===== src/rtl/sed_pkg.sv =====
`timescale 1ns / 1ps
// ----------------------------------------------------------------------------
// sed_pkg: shared types and constants for the string escape decoder
// Decode modes, result beat layout, escape characters and UTF-8 constants.
// ----------------------------------------------------------------------------
package sed_pkg;

    typedef enum logic [1:0] {
        MODE_NORMAL = 2'd0,
        MODE_ESC    = 2'd1,
        MODE_HEX1   = 2'd2,
        MODE_HEX2   = 2'd3
    } mode_t;

    typedef struct packed {
        logic [7:0] out_byte;
        logic       byte_valid;
        logic       string_end;
        logic       run_last;
    } result_t;

    typedef struct packed {
        logic       ok;
        logic [3:0] val;
    } hex_t;

    localparam logic [7:0] CODE_ASCII_MAX    = 8'h7F;
    localparam logic [7:0] UTF8_LEAD         = 8'hC0;
    localparam logic [7:0] UTF8_CONT         = 8'h80;
    localparam logic [7:0] UTF8_PAYLOAD_MASK = 8'h3F;

    localparam logic [7:0] CH_BACKSLASH = 8'h5C;
    localparam logic [7:0] CH_N         = 8'h6E;
    localparam logic [7:0] CH_T         = 8'h74;
    localparam logic [7:0] CH_R         = 8'h72;
    localparam logic [7:0] CH_DQUOTE    = 8'h22;
    localparam logic [7:0] CH_SQUOTE    = 8'h27;
    localparam logic [7:0] CH_X         = 8'h78;
    localparam logic [7:0] CH_LF        = 8'h0A;
    localparam logic [7:0] CH_TAB       = 8'h09;
    localparam logic [7:0] CH_CR        = 8'h0D;

    function automatic hex_t hex_decode(input logic [7:0] c);
        hex_t h;
        h.ok  = 1'b1;
        h.val = 4'd0;
        if (c >= 8'h30 && c <= 8'h39) begin
            h.val = 4'(c - 8'h30);
        end else if (c >= 8'h61 && c <= 8'h66) begin
            h.val = 4'(c - 8'h61 + 8'd10);
        end else if (c >= 8'h41 && c <= 8'h46) begin
            h.val = 4'(c - 8'h41 + 8'd10);
        end else begin
            h.ok = 1'b0;
        end
        return h;
    endfunction

endpackage


===== src/rtl/string_escape_decoder_core.sv =====
`timescale 1ns / 1ps
// ----------------------------------------------------------------------------
// string_escape_decoder_core: backslash escape decoder with \xHH to UTF-8
// Decodes a string literal one source byte per beat into output byte beats.
// ----------------------------------------------------------------------------
// Channel | Handshake          | Payload
// in      | in_valid/in_ready  | in_byte, final_byte
// out     | out_valid/out_ready| out_byte, byte_valid, string_end, run_last
//
// One input beat per cycle unless the result register is stalled or holds a
// UTF-8 pair; an accepted beat's decode lands in the two-slot result register.
// A two-byte UTF-8 result holds off the input until its lead byte is taken.
// Reset returns the decoder to normal text mode with an empty result register.
// in_ready follows out_ready combinationally when one result is left.
// ----------------------------------------------------------------------------
module string_escape_decoder_core
    import sed_pkg::*;
(
    input  logic       clk,
    input  logic       rst_n,
    input  logic       in_valid,
    output logic       in_ready,
    input  logic [7:0] in_byte,
    input  logic       final_byte,
    output logic       out_valid,
    input  logic       out_ready,
    output logic [7:0] out_byte,
    output logic       byte_valid,
    output logic       string_end,
    output logic       run_last
);

    mode_t      mode_reg, mode_next;
    logic [3:0] nibble_reg, nibble_next;
    logic       bad_reg, bad_next;
    logic [1:0] cnt_reg, cnt_next;
    result_t    slot0_reg, slot0_next;
    result_t    slot1_reg, slot1_next;

    logic       in_fire, out_fire;
    hex_t       hx;
    logic       emit_plain, emit_code;
    logic [7:0] plain_byte, code_val;
    logic [1:0] n_res;
    result_t    r0, r1;

    assign out_fire = out_valid && out_ready;
    assign in_ready = (cnt_reg == 2'd0) || (cnt_reg == 2'd1 && out_ready);
    assign in_fire  = in_valid && in_ready;
    assign hx       = hex_decode(in_byte);

    // next decode state
    always_comb
    begin
        mode_next   = mode_reg;
        nibble_next = nibble_reg;
        bad_next    = bad_reg;
        case (mode_reg)
            MODE_NORMAL:
            begin
                if (in_byte == CH_BACKSLASH) mode_next = MODE_ESC;
            end
            MODE_ESC:
            begin
                mode_next = (in_byte == CH_X) ? MODE_HEX1 : MODE_NORMAL;
            end
            MODE_HEX1:
            begin
                mode_next   = MODE_HEX2;
                bad_next    = !hx.ok;
                nibble_next = hx.ok ? hx.val : 4'd0;
            end
            MODE_HEX2:
            begin
                mode_next = MODE_NORMAL;
            end
            default:
            begin
                mode_next = MODE_NORMAL;
            end
        endcase
        // end of literal: drop all escape state
        if (final_byte) begin
            mode_next   = MODE_NORMAL;
            nibble_next = 4'd0;
            bad_next    = 1'b0;
        end
    end

    // result beats for the current input
    always_comb
    begin
        emit_plain = 1'b0;
        emit_code  = 1'b0;
        plain_byte = in_byte;
        code_val   = 8'd0;
        case (mode_reg)
            MODE_NORMAL:
            begin
                emit_plain = (in_byte != CH_BACKSLASH);
            end
            MODE_ESC:
            begin
                emit_plain = (in_byte != CH_X);
                case (in_byte)
                    CH_N:    plain_byte = CH_LF;
                    CH_T:    plain_byte = CH_TAB;
                    CH_R:    plain_byte = CH_CR;
                    default: plain_byte = in_byte;
                endcase
            end
            MODE_HEX1:
            begin
                emit_code = final_byte;
                code_val  = {4'd0, hx.ok ? hx.val : 4'd0};
            end
            MODE_HEX2:
            begin
                emit_code = 1'b1;
                if (bad_reg)     code_val = 8'd0;
                else if (!hx.ok) code_val = {4'd0, nibble_reg};
                else             code_val = {nibble_reg, hx.val};
            end
            default:
            begin
                emit_code = 1'b0;
            end
        endcase

        r0    = '0;
        r1    = '0;
        n_res = 2'd0;
        if (emit_plain) begin
            r0.out_byte   = plain_byte;
            r0.byte_valid = 1'b1;
            n_res         = 2'd1;
        end else if (emit_code) begin
            r0.byte_valid = 1'b1;
            if (code_val <= CODE_ASCII_MAX) begin
                r0.out_byte = code_val;
                n_res       = 2'd1;
            end else begin
                r0.out_byte   = UTF8_LEAD | {6'd0, code_val[7:6]};
                r1.out_byte   = UTF8_CONT | (code_val & UTF8_PAYLOAD_MASK);
                r1.byte_valid = 1'b1;
                n_res         = 2'd2;
            end
        end

        // a final beat always yields at least the end marker
        if (final_byte && n_res == 2'd0) n_res = 2'd1;

        if (n_res == 2'd2) begin
            r1.string_end = final_byte;
            r1.run_last   = 1'b1;
        end else begin
            r0.string_end = final_byte;
            r0.run_last   = 1'b1;
        end
    end

    // result register
    always_comb
    begin
        cnt_next   = cnt_reg;
        slot0_next = slot0_reg;
        slot1_next = slot1_reg;
        if (in_fire) begin
            cnt_next   = n_res;
            slot0_next = r0;
            slot1_next = r1;
        end else if (out_fire) begin
            if (cnt_reg == 2'd2) begin
                // advance the second byte of the pair
                slot0_next = slot1_reg;
                cnt_next   = 2'd1;
            end else begin
                cnt_next = 2'd0;
            end
        end
    end

    always_ff @(posedge clk or negedge rst_n)
    begin
        if (!rst_n) begin
            mode_reg   <= MODE_NORMAL;
            nibble_reg <= 4'd0;
            bad_reg    <= 1'b0;
            cnt_reg    <= 2'd0;
        end else begin
            cnt_reg <= cnt_next;
            if (in_fire) begin
                mode_reg   <= mode_next;
                nibble_reg <= nibble_next;
                bad_reg    <= bad_next;
            end
        end
    end

    always_ff @(posedge clk)
    begin
        slot0_reg <= slot0_next;
        slot1_reg <= slot1_next;
    end

    assign out_valid  = (cnt_reg != 2'd0);
    assign out_byte   = slot0_reg.out_byte;
    assign byte_valid = slot0_reg.byte_valid;
    assign string_end = slot0_reg.string_end;
    assign run_last   = slot0_reg.run_last;

endmodule


===== config.mk =====
export PLATFORM = sky130hd
export DESIGN_NAME = string_escape_decoder_core
export DESIGN_NICKNAME = d
export VERILOG_FILES = /design/src/rtl/sed_pkg.sv /design/src/rtl/string_escape_decoder_core.sv
export SDC_FILE = /design/constraint.sdc
export NUM_CORES = 1
export LEC_CHECK = 0
export CAP_MARGIN = 25
export CORE_MARGIN = 5
export CORE_UTILIZATION = 40
export DETAILED_ROUTE_END_ITERATION = 8
export DONT_BUFFER_PORTS = 1
export PLACE_DENSITY = 0.59
export REMOVE_ABC_BUFFERS = 1
export SLEW_MARGIN = 40
export SYNTH_ARGS = -nofsm -noshare
export SYNTH_HDL_FRONTEND = slang
export SYNTH_SLANG_ARGS = --single-unit

===== constraint.sdc =====
create_clock -name clk -period 2 [get_ports clk]
set_input_delay 0.1 -clock clk [delete_from_list [all_inputs] [get_ports clk]]
set_output_delay 0.1 -clock clk [all_outputs]
set_load 0.02 [all_outputs]

* Word-level counts from Yosys, hierarchy flattened
Cells that the tools add are included.
Word-level totals: flip-flop bits (word level) 31, input bits 13, word-level logic and storage cells 99
Operators by class: add/subtract/negate cells 5, $lt $le $gt $ge 7, equality and inequality tests 14, muxes and demuxes 38, bitwise logic cells 1, reduce and logical (&&, ||, !) cells 21
Operators with widths (count):
- $eq A8 B7 Y1 const B | 5
- $mux W11 | 3
- $mux W8 | 4
- $mux W9 | 3
- $le A8 B7 Y1 const B | 3
- $mux W4 | 6
- $pmux W8 S3 | 1
- $mux W2 | 10
- $ge A8 B7 Y1 const B | 2
- $ne A8 B7 Y1 const B | 2
- $pmux W8 S2 | 1
- $sub A4 B1 Y4 const B | 3
- $add A4 B4 Y4 const B | 2
- $eq A2 B2 Y1 const B | 4
- $ge A8 B6 Y1 const B | 1
- $le A8 B6 Y1 const B | 1
- $pmux W2 S4 | 1
- $reduce_bool A2 Y1 | 4
- $logic_and A1 B1 Y1 | 7
- $mux W1 | 7
- $logic_not A2 Y1 | 3
- $reduce_and A2 Y1 | 3
- $eq A2 B1 Y1 const B | 2
- $pmux W1 S2 | 2
- other kinds (6) | 6

* Logic depth before layout (Yosys ltp)
Gate-level depths: netlist (run 1).
depth after elaboration 18, depth in mapped cells 10, mapped depth without buffers 9

* Worst setup path before layout (run 1)
No wires, ideal clock.
kind flip-flop to flip-flop, start point register cnt_reg[1], end point register slot0_reg (netlist bit out_byte[3]), data pin, arrival time 1.779 ns, required time 1.709 ns, setup slack -0.069 ns, cell stages (with the launch flop) 6, path buffers 1, path through dfrtp_1 -> a21oi_1 -> nand2_1 -> inv_1 -> clkbuf_1 -> a31oi_1
RTL lines:
- start: declaration | RTL line string_escape_decoder_core.sv:36 | logic [1:0] cnt_reg, cnt_next;
- start signal: assignment | RTL line string_escape_decoder_core.sv:191 | cnt_reg <= cnt_next;
- end signal: assignment | RTL line string_escape_decoder_core.sv:202 | slot0_reg <= slot0_next;
- end: declaration | RTL line string_escape_decoder_core.sv:37 | result_t slot0_reg, slot0_next;

==> results of run 1 <==
-- worst max-delay path: stages (launching register included) --
cell,delay [ns]
dfrtp_1,0.35
buf_4,0.18
nand2b_1,0.08
nor4_1,0.28
buf_4,0.20
a21oi_1,0.04
a31o_2,0.25
a41oi_1,0.21
o21ai_1,0.09
-- power by group through the flow --
stage          clock network, mW  registers, mW  logic, mW
6_report                   0.446          0.714      0.136
5_1_grt                    0.484          0.718      0.153
4_1_cts                    0.458          0.716      0.136
3_5_place_dp                   0          0.728      0.127
2_1_floorplan                  0          0.723     0.0868
3_3_place_gp                   0          0.727      0.124
-- placed cells by master (no fill, tap or decap), types with 2 or more instances in the layout --
master and instances:
a21oi_1 10, and2_1 3, nand2b_1 5, edfxtp_1 20, a21o_1 3, dlygate4sd3_1 3
dfrtp_1 9, and3_1 3, nor2_1 17, nand4b_1 2, buf_4 21, a31oi_1 2
nand3b_1 2, clkinv_2 2, a22oi_1 2, inv_1 7, nor4_2 2, o21ai_0 5
o31ai_1 2, ha_1 4, nor3_1 4, clkbuf_8 5, nor4_1 4, nand3_1 3
o221ai_1 2, o21ai_1 6, clkinv_1 2, inv_2 2, nand2_1 14, a211oi_2 2
a22o_1 6
-- worst paths after layout --
check,startpoint,end
min reg2reg,bad_reg$_DFFE_PN0P_,bad_reg$_DFFE_PN0P_
min in group asynchronous,rst_n,bad_reg$_DFFE_PN0P_
max reg2reg,mode_reg[0]$_DFFE_PN0P_,out_byte[2]$_DFFE_PP_
max,mode_reg[0]$_DFFE_PN0P_,out_byte[2]$_DFFE_PP_
max in group asynchronous,rst_n,cnt_reg[1]$_DFFE_PN0P_
min,in_byte[2],mode_reg[1]$_DFFE_PN0P_
-- cell families (layout without fill, tap and decap cells) --
group                      count (synthesis)  after routing  share of synthesized area [%]
adders and majority gates                  4              4                           2.94
muxes                                      1              1                          0.588
and+or+nand+nor                           69             69                           21.5
DFF                                       29             29                           48.5
AOI/OAI and AO/OA                         50             50                           21.6
buffers and inverters                     18             42                           4.92
-- layer usage --
metal / track usage (%) / share of wire (%) / wire [µm] / vias to the layer above
li1: - / - / - / 690
met5: 0 / 0 / 0 / -
met2: 26.8 / 49 / 2100 / 48
met1: 19.8 / 42 / 1790 / 724
met4: 9.32 / 3.3 / 142 / 0
met3: 5.21 / 6.4 / 274 / 12
-- cell type report --
class | count | area (µm²)
Timing Repair Buffer | 24 | 188
Tap cell | 50 | 62.6
Clock inverter | 3 | 12.5
Inverter | 10 | 38.8
Sequential cell | 29 | 826
Multi-Input combinational cell | 124 | 813
Clock buffer | 5 | 68.8
Fill cell | 372 | 2050
-- metrics by stage --
stage                     setup TNS [ns]  instances  utilization (%)  power [mW]  setup WS, ns
after floorplan                    -1.11        163                -       0.810        -0.234
after global placement            -0.233        234             46.3       0.851       -0.0946
after detailed placement          -0.246        234             46.3       0.855       -0.0787
after CTS                              0        245             49.0        1.31        0.0207
after global routing                   0        245             49.5        1.35       0.00426
final                                  0        245             49.5        1.30        0.0689
-- what timing repair did --
item                                   4_1_cts  5_1_grt
endpoints found under the hold margin       11        0
setup endpoints to repair                    0        6
hold buffers                                 3        0
resized for setup                            0        4
==> impl_results.md, run 1 <==
* Crit path launch type: flop
* Min-delay worst type: in -> reg
* Worst Hold Depth at 2
* Comb power frac at between 10% and 20%
* Synth area leader: edfxtp_1
* Max-cap violations at 0
* First-pass GRT wire length at 7.02 mm
* Final period util at 96.6%
* Slew Viols, Final at 0
* WP data arrival at 1.96 ns
* Largest fanout on the critical path at 12
* Core footprint at 4060 µm²
* Top-level I/O count at 26
* CP endpoint kind: flop
* Postcts setup bufs at 0
* Die Y at 75.2 µm
* Dpl cell area at 1880 µm²
* Post-DRT Antenna Nets at 0
* Sw frac at about a quarter
* Fin area at between 2000 and 2500 µm²
* Clock Power Share at 34.4%
* Sequential fraction of the synthesis area at 48.5%
* Max Freq at 0.518 GHz
* VDD IR max at roughly 0.25 mV
* Number of I/O port buffers at 0
* Final Net Count at 211
* LEAKAGE at approximately 0.8 nW
* Power per standard cell area at 645 nW/µm²
* Synth top area share at between 30% and 40%
* Setup Skew at 0.00284 ns
* Dpl hpwl at ~3.3 mm
* Max FFs per register at 9
* GRT Total Usage at approximately 17%
* DR pass1 iterations at 4
* Post-route minimum period at 1.93 ns
* Post-synthesis register bit count at 29
* CTS sink cnt at 29
* Slew @ Worst Pin at 0.551 ns
* Initial core utilization at 42.0%
* DR vias at 1474
* Synth unique cells at 50
* Vias in the first global route at 1471
* Clk buf depth at 2
* Most frequent cell after synthesis: edfxtp_1
* YS warnings at 0
* Die X at 75.2 µm
* H-tree depth at 2
* Post-synth EDFFs at 20
* Relative slew slack at a little over three fifths
* Status: finished clean
* Total gr overflow at 0
* RSZ-0062 raised after global routing: no
* Die ar. at 5660 µm²
* DR iter-0 viols at 91
* Layout cell share with drive strength beyond 1 at 21.0%
* ANT cells at 0
* Drt drc at 0
* Synth top cells by count: edfxtp_1, nor2_1, nand2_1, a21oi_1, dfrtp_1
* Asr flop ratio synth at 31.0%
* FP Rows at 23
* Wirelength, routed at 4.31 mm
* CTS tree: built
* Mapped Cells at 171
* Sequential Power Share at 55.1%
* Root Buffer: clkbuf_8
* WHS at 0.00813 ns
* Worst skew pair latency at 0.28 ns
* Synth-to-Final Area Change at 18.0%
* Drt wl/cell at 17.6 µm
* Sw power at 0.327 mW
* Initial antenna violation count at 0
* Largest cells by area after synthesis: edfxtp_1, dfrtp_1, nor2_1
* Drt via density at ~6
* Internal at 0.969 mW
* Flop2flop setup slack at 0.07 ns
* Register clock-pin slew on the reported worst setup and hold paths at about 0.06 ns
* Gpl congestion at 1.03
* Worst EP required at approximately 2.0 ns
* Crit Path Category: reg -> reg
* Synth Flop Type: edfxtp_1
* Cell area after synthesis at approximately 1700 µm²
* TritonCTS Buffers at 5
* Final hold vios at 0
* Final setup fails at 0
* Synth Area per Inst at 9.96 µm²
* Reg2reg path depth at 8
* Largest net degree at the start of global routing at 16
Power figures use the tool's default switching activity.
==> run 2, diff against run 1 <==
BUFFER_PORTS_ARGS = -buffer_cell sky130_fd_sc_hd__clkbuf_2   (was not set)
DONT_BUFFER_PORTS = not set   (was 1)
PLACE_DENSITY = 0.65   (was 0.59)
==> run 2 against run 1 <==
Against the previous run:
- die area unchanged
- flip-flop and latch count did not move
- cell count increased by 20%
- utilization rose by 8.0 points
- critical path type unchanged
- largest power group unchanged
==> impl_results.md, run 2 (synthesized netlist as in run 1, its figures left out) <==
* Power per standard cell area at 610 nW/µm²
* Crit path launch type: flop
* CTS sink cnt at 29
* Post-DRT Antenna Nets at 0
* Die ar. at 5660 µm²
* Crit-path cells: or3b_1, a211oi_2, nor2_1, buf_4, nor2_1, and3_1, a211oi_2
* Layout cell share with drive strength beyond 1 at between 30 and 40%
* Top-level I/O count at 26
* Die Y at between 70 and 80 µm
* Relative slew slack at between 70 and 80%
* Final hold vios at 0
* CTS tree: built
* H-tree depth at 2
* RSZ-0062 raised after global routing: no
* Register clock-pin slew on the reported worst setup and hold paths at 0.06 ns
* Worst EP required at 2.02 ns
* Vias in the first global route at 1683
* Slowest stage cell, crit path: or3b_1
* Number of I/O port buffers at 25
* VDD IR max at 0.270 mV
* Total power at between 1 and 1.5 mW
* Synth-to-Final Area Change at 37.0%
* Max-cap violations at 0
* Fin cells at a little under 300
* Cells after DPL at 283
* Die X at 75.2 µm
* GRT Total Usage at 17.6%
* Max Freq at approximately 0.53 GHz
* Worst skew pair latency at 0.28 ns
* Initial core utilization at around two fifths
* Total gr overflow at 0
* TritonCTS Buffers at 5
* WP data arrival at 1.92 ns
* Final setup fails at 0
* Initial antenna violation count at 0
* Slew Viols, Final at 0
* Drt wl/cell at roughly 16 µm
* FP Rows at 23
* DR iter-0 viols at between 100 and 150
* Drt via density at about 5.6
* Post-route minimum period at between 1.5 and 2 ns
* Clk buf depth at 2
* Largest net degree at the start of global routing at 13
* Core footprint at 4060 µm²
* Dpl hpwl at approximately 3.8 mm
* Most frequent cells in the layout: buf_4, clkbuf_2, edfxtp_1
* Final period util at approximately 95%
* Root Buffer: clkbuf_8
* Setup Skew at 0.00672 ns
* DR pass1 iterations at 4
* Gpl congestion at 0.952
* First-pass GRT wire length at 7.52 mm
* Min-delay worst type: in -> reg
* Max FFs per register at 9
* DR vias at about 1600
* Status: finished clean
* Crit Path Category: reg -> reg
* LEAKAGE at roughly 1.0 nW
* Slew @ Worst Pin at 0.414 ns
* CP endpoint kind: flop
* ANT cells at 0
* Final Net Count at 259
* Largest fanout on the critical path at 3
* Wirelength, routed at 4.68 mm
* Max incr delay on CP at about 0.40 ns
* Commonest non-fill, non-tap cell in the layout: buf_4
* Drt drc at 0
==> run 2: final timing paths <==
path,from,end,slack (ns),depth (start not counted)
setup / recovery,mode_reg[0]$_DFFE_PN0P_,out_byte[0]$_DFFE_PP_,0.10,7
hold / removal,out_ready,cnt_reg[0]$_DFFE_PN0P_,0.09,2
setup reg to reg,mode_reg[0]$_DFFE_PN0P_,out_byte[0]$_DFFE_PP_,0.10,7
hold reg to reg,bad_reg$_DFFE_PN0P_,bad_reg$_DFFE_PN0P_,0.51,1
max in group asynchronous,rst_n,cnt_reg[1]$_DFFE_PN0P_,1.59,2
min in group asynchronous,rst_n,nibble_reg[0]$_DFFE_PN0P_,0.21,2
==> run 2: area by class of cell <==
cell class	count	area [µm²]
sequential	29	826
fill	356	1730
multi-input combinational	124	831
tap	50	62.6
clock buffer	8	90.1
timing repair buffer	72	484
inverter	10	38.8
==> run 2: layer usage <==
layer	up-vias	GRT usage [%]	routed length, µm
li1	788	-	-
met1	760	19.9	1940
met2	74	31.3	2330
met3	17	3.07	232
met4	0	9.51	180
met5	-	0	0
==> run 2: where the power goes <==
group          total, mW  internal [mW]  leakage, nW  switching (mW)
combinational      0.241         0.0951        0.666           0.146
clock              0.494          0.280       0.0455           0.214
sequential         0.688          0.680        0.319         0.00830
==> run 2: critical path, delay by kind of cell (launching register included) <==
family                 cells  cell delay, ns
and+or+nand+nor            4            0.79
DFF                        1            0.39
AOI/OAI and AO/OA          2            0.32
buffers and inverters      1            0.14
==> run 2: through the flow <==
stage | util [%] | TNS (ns) | hold slack, ns | setup WS (ns) | cell area [µm²]
final | 57.5 | 0 | 0.0931 | 0.103 | 2330
after CTS | 56.6 | 0 | 0.0851 | 0.0529 | 2290
after global routing | 57.5 | 0 | 0.0910 | 0.00719 | 2330
after global placement | 53.8 | -0.0842 | -0.0368 | -0.0313 | 2180
after floorplan | - | -1.11 | -0.196 | -0.234 | 1660
after detailed placement | 53.8 | -0.402 | -0.0275 | -0.122 | 2180
==> run 2: timing repair <==
item | 4_1_cts | 5_1_grt
endpoints found under the hold margin | 9 | 0
hold buffers | 1 | 0
setup endpoints to repair | 2 | 3
gates resized for setup | 2 | 5
gates cloned | 0 | 0
pin swaps | 0 | 2
setup buffers | 0 | 1
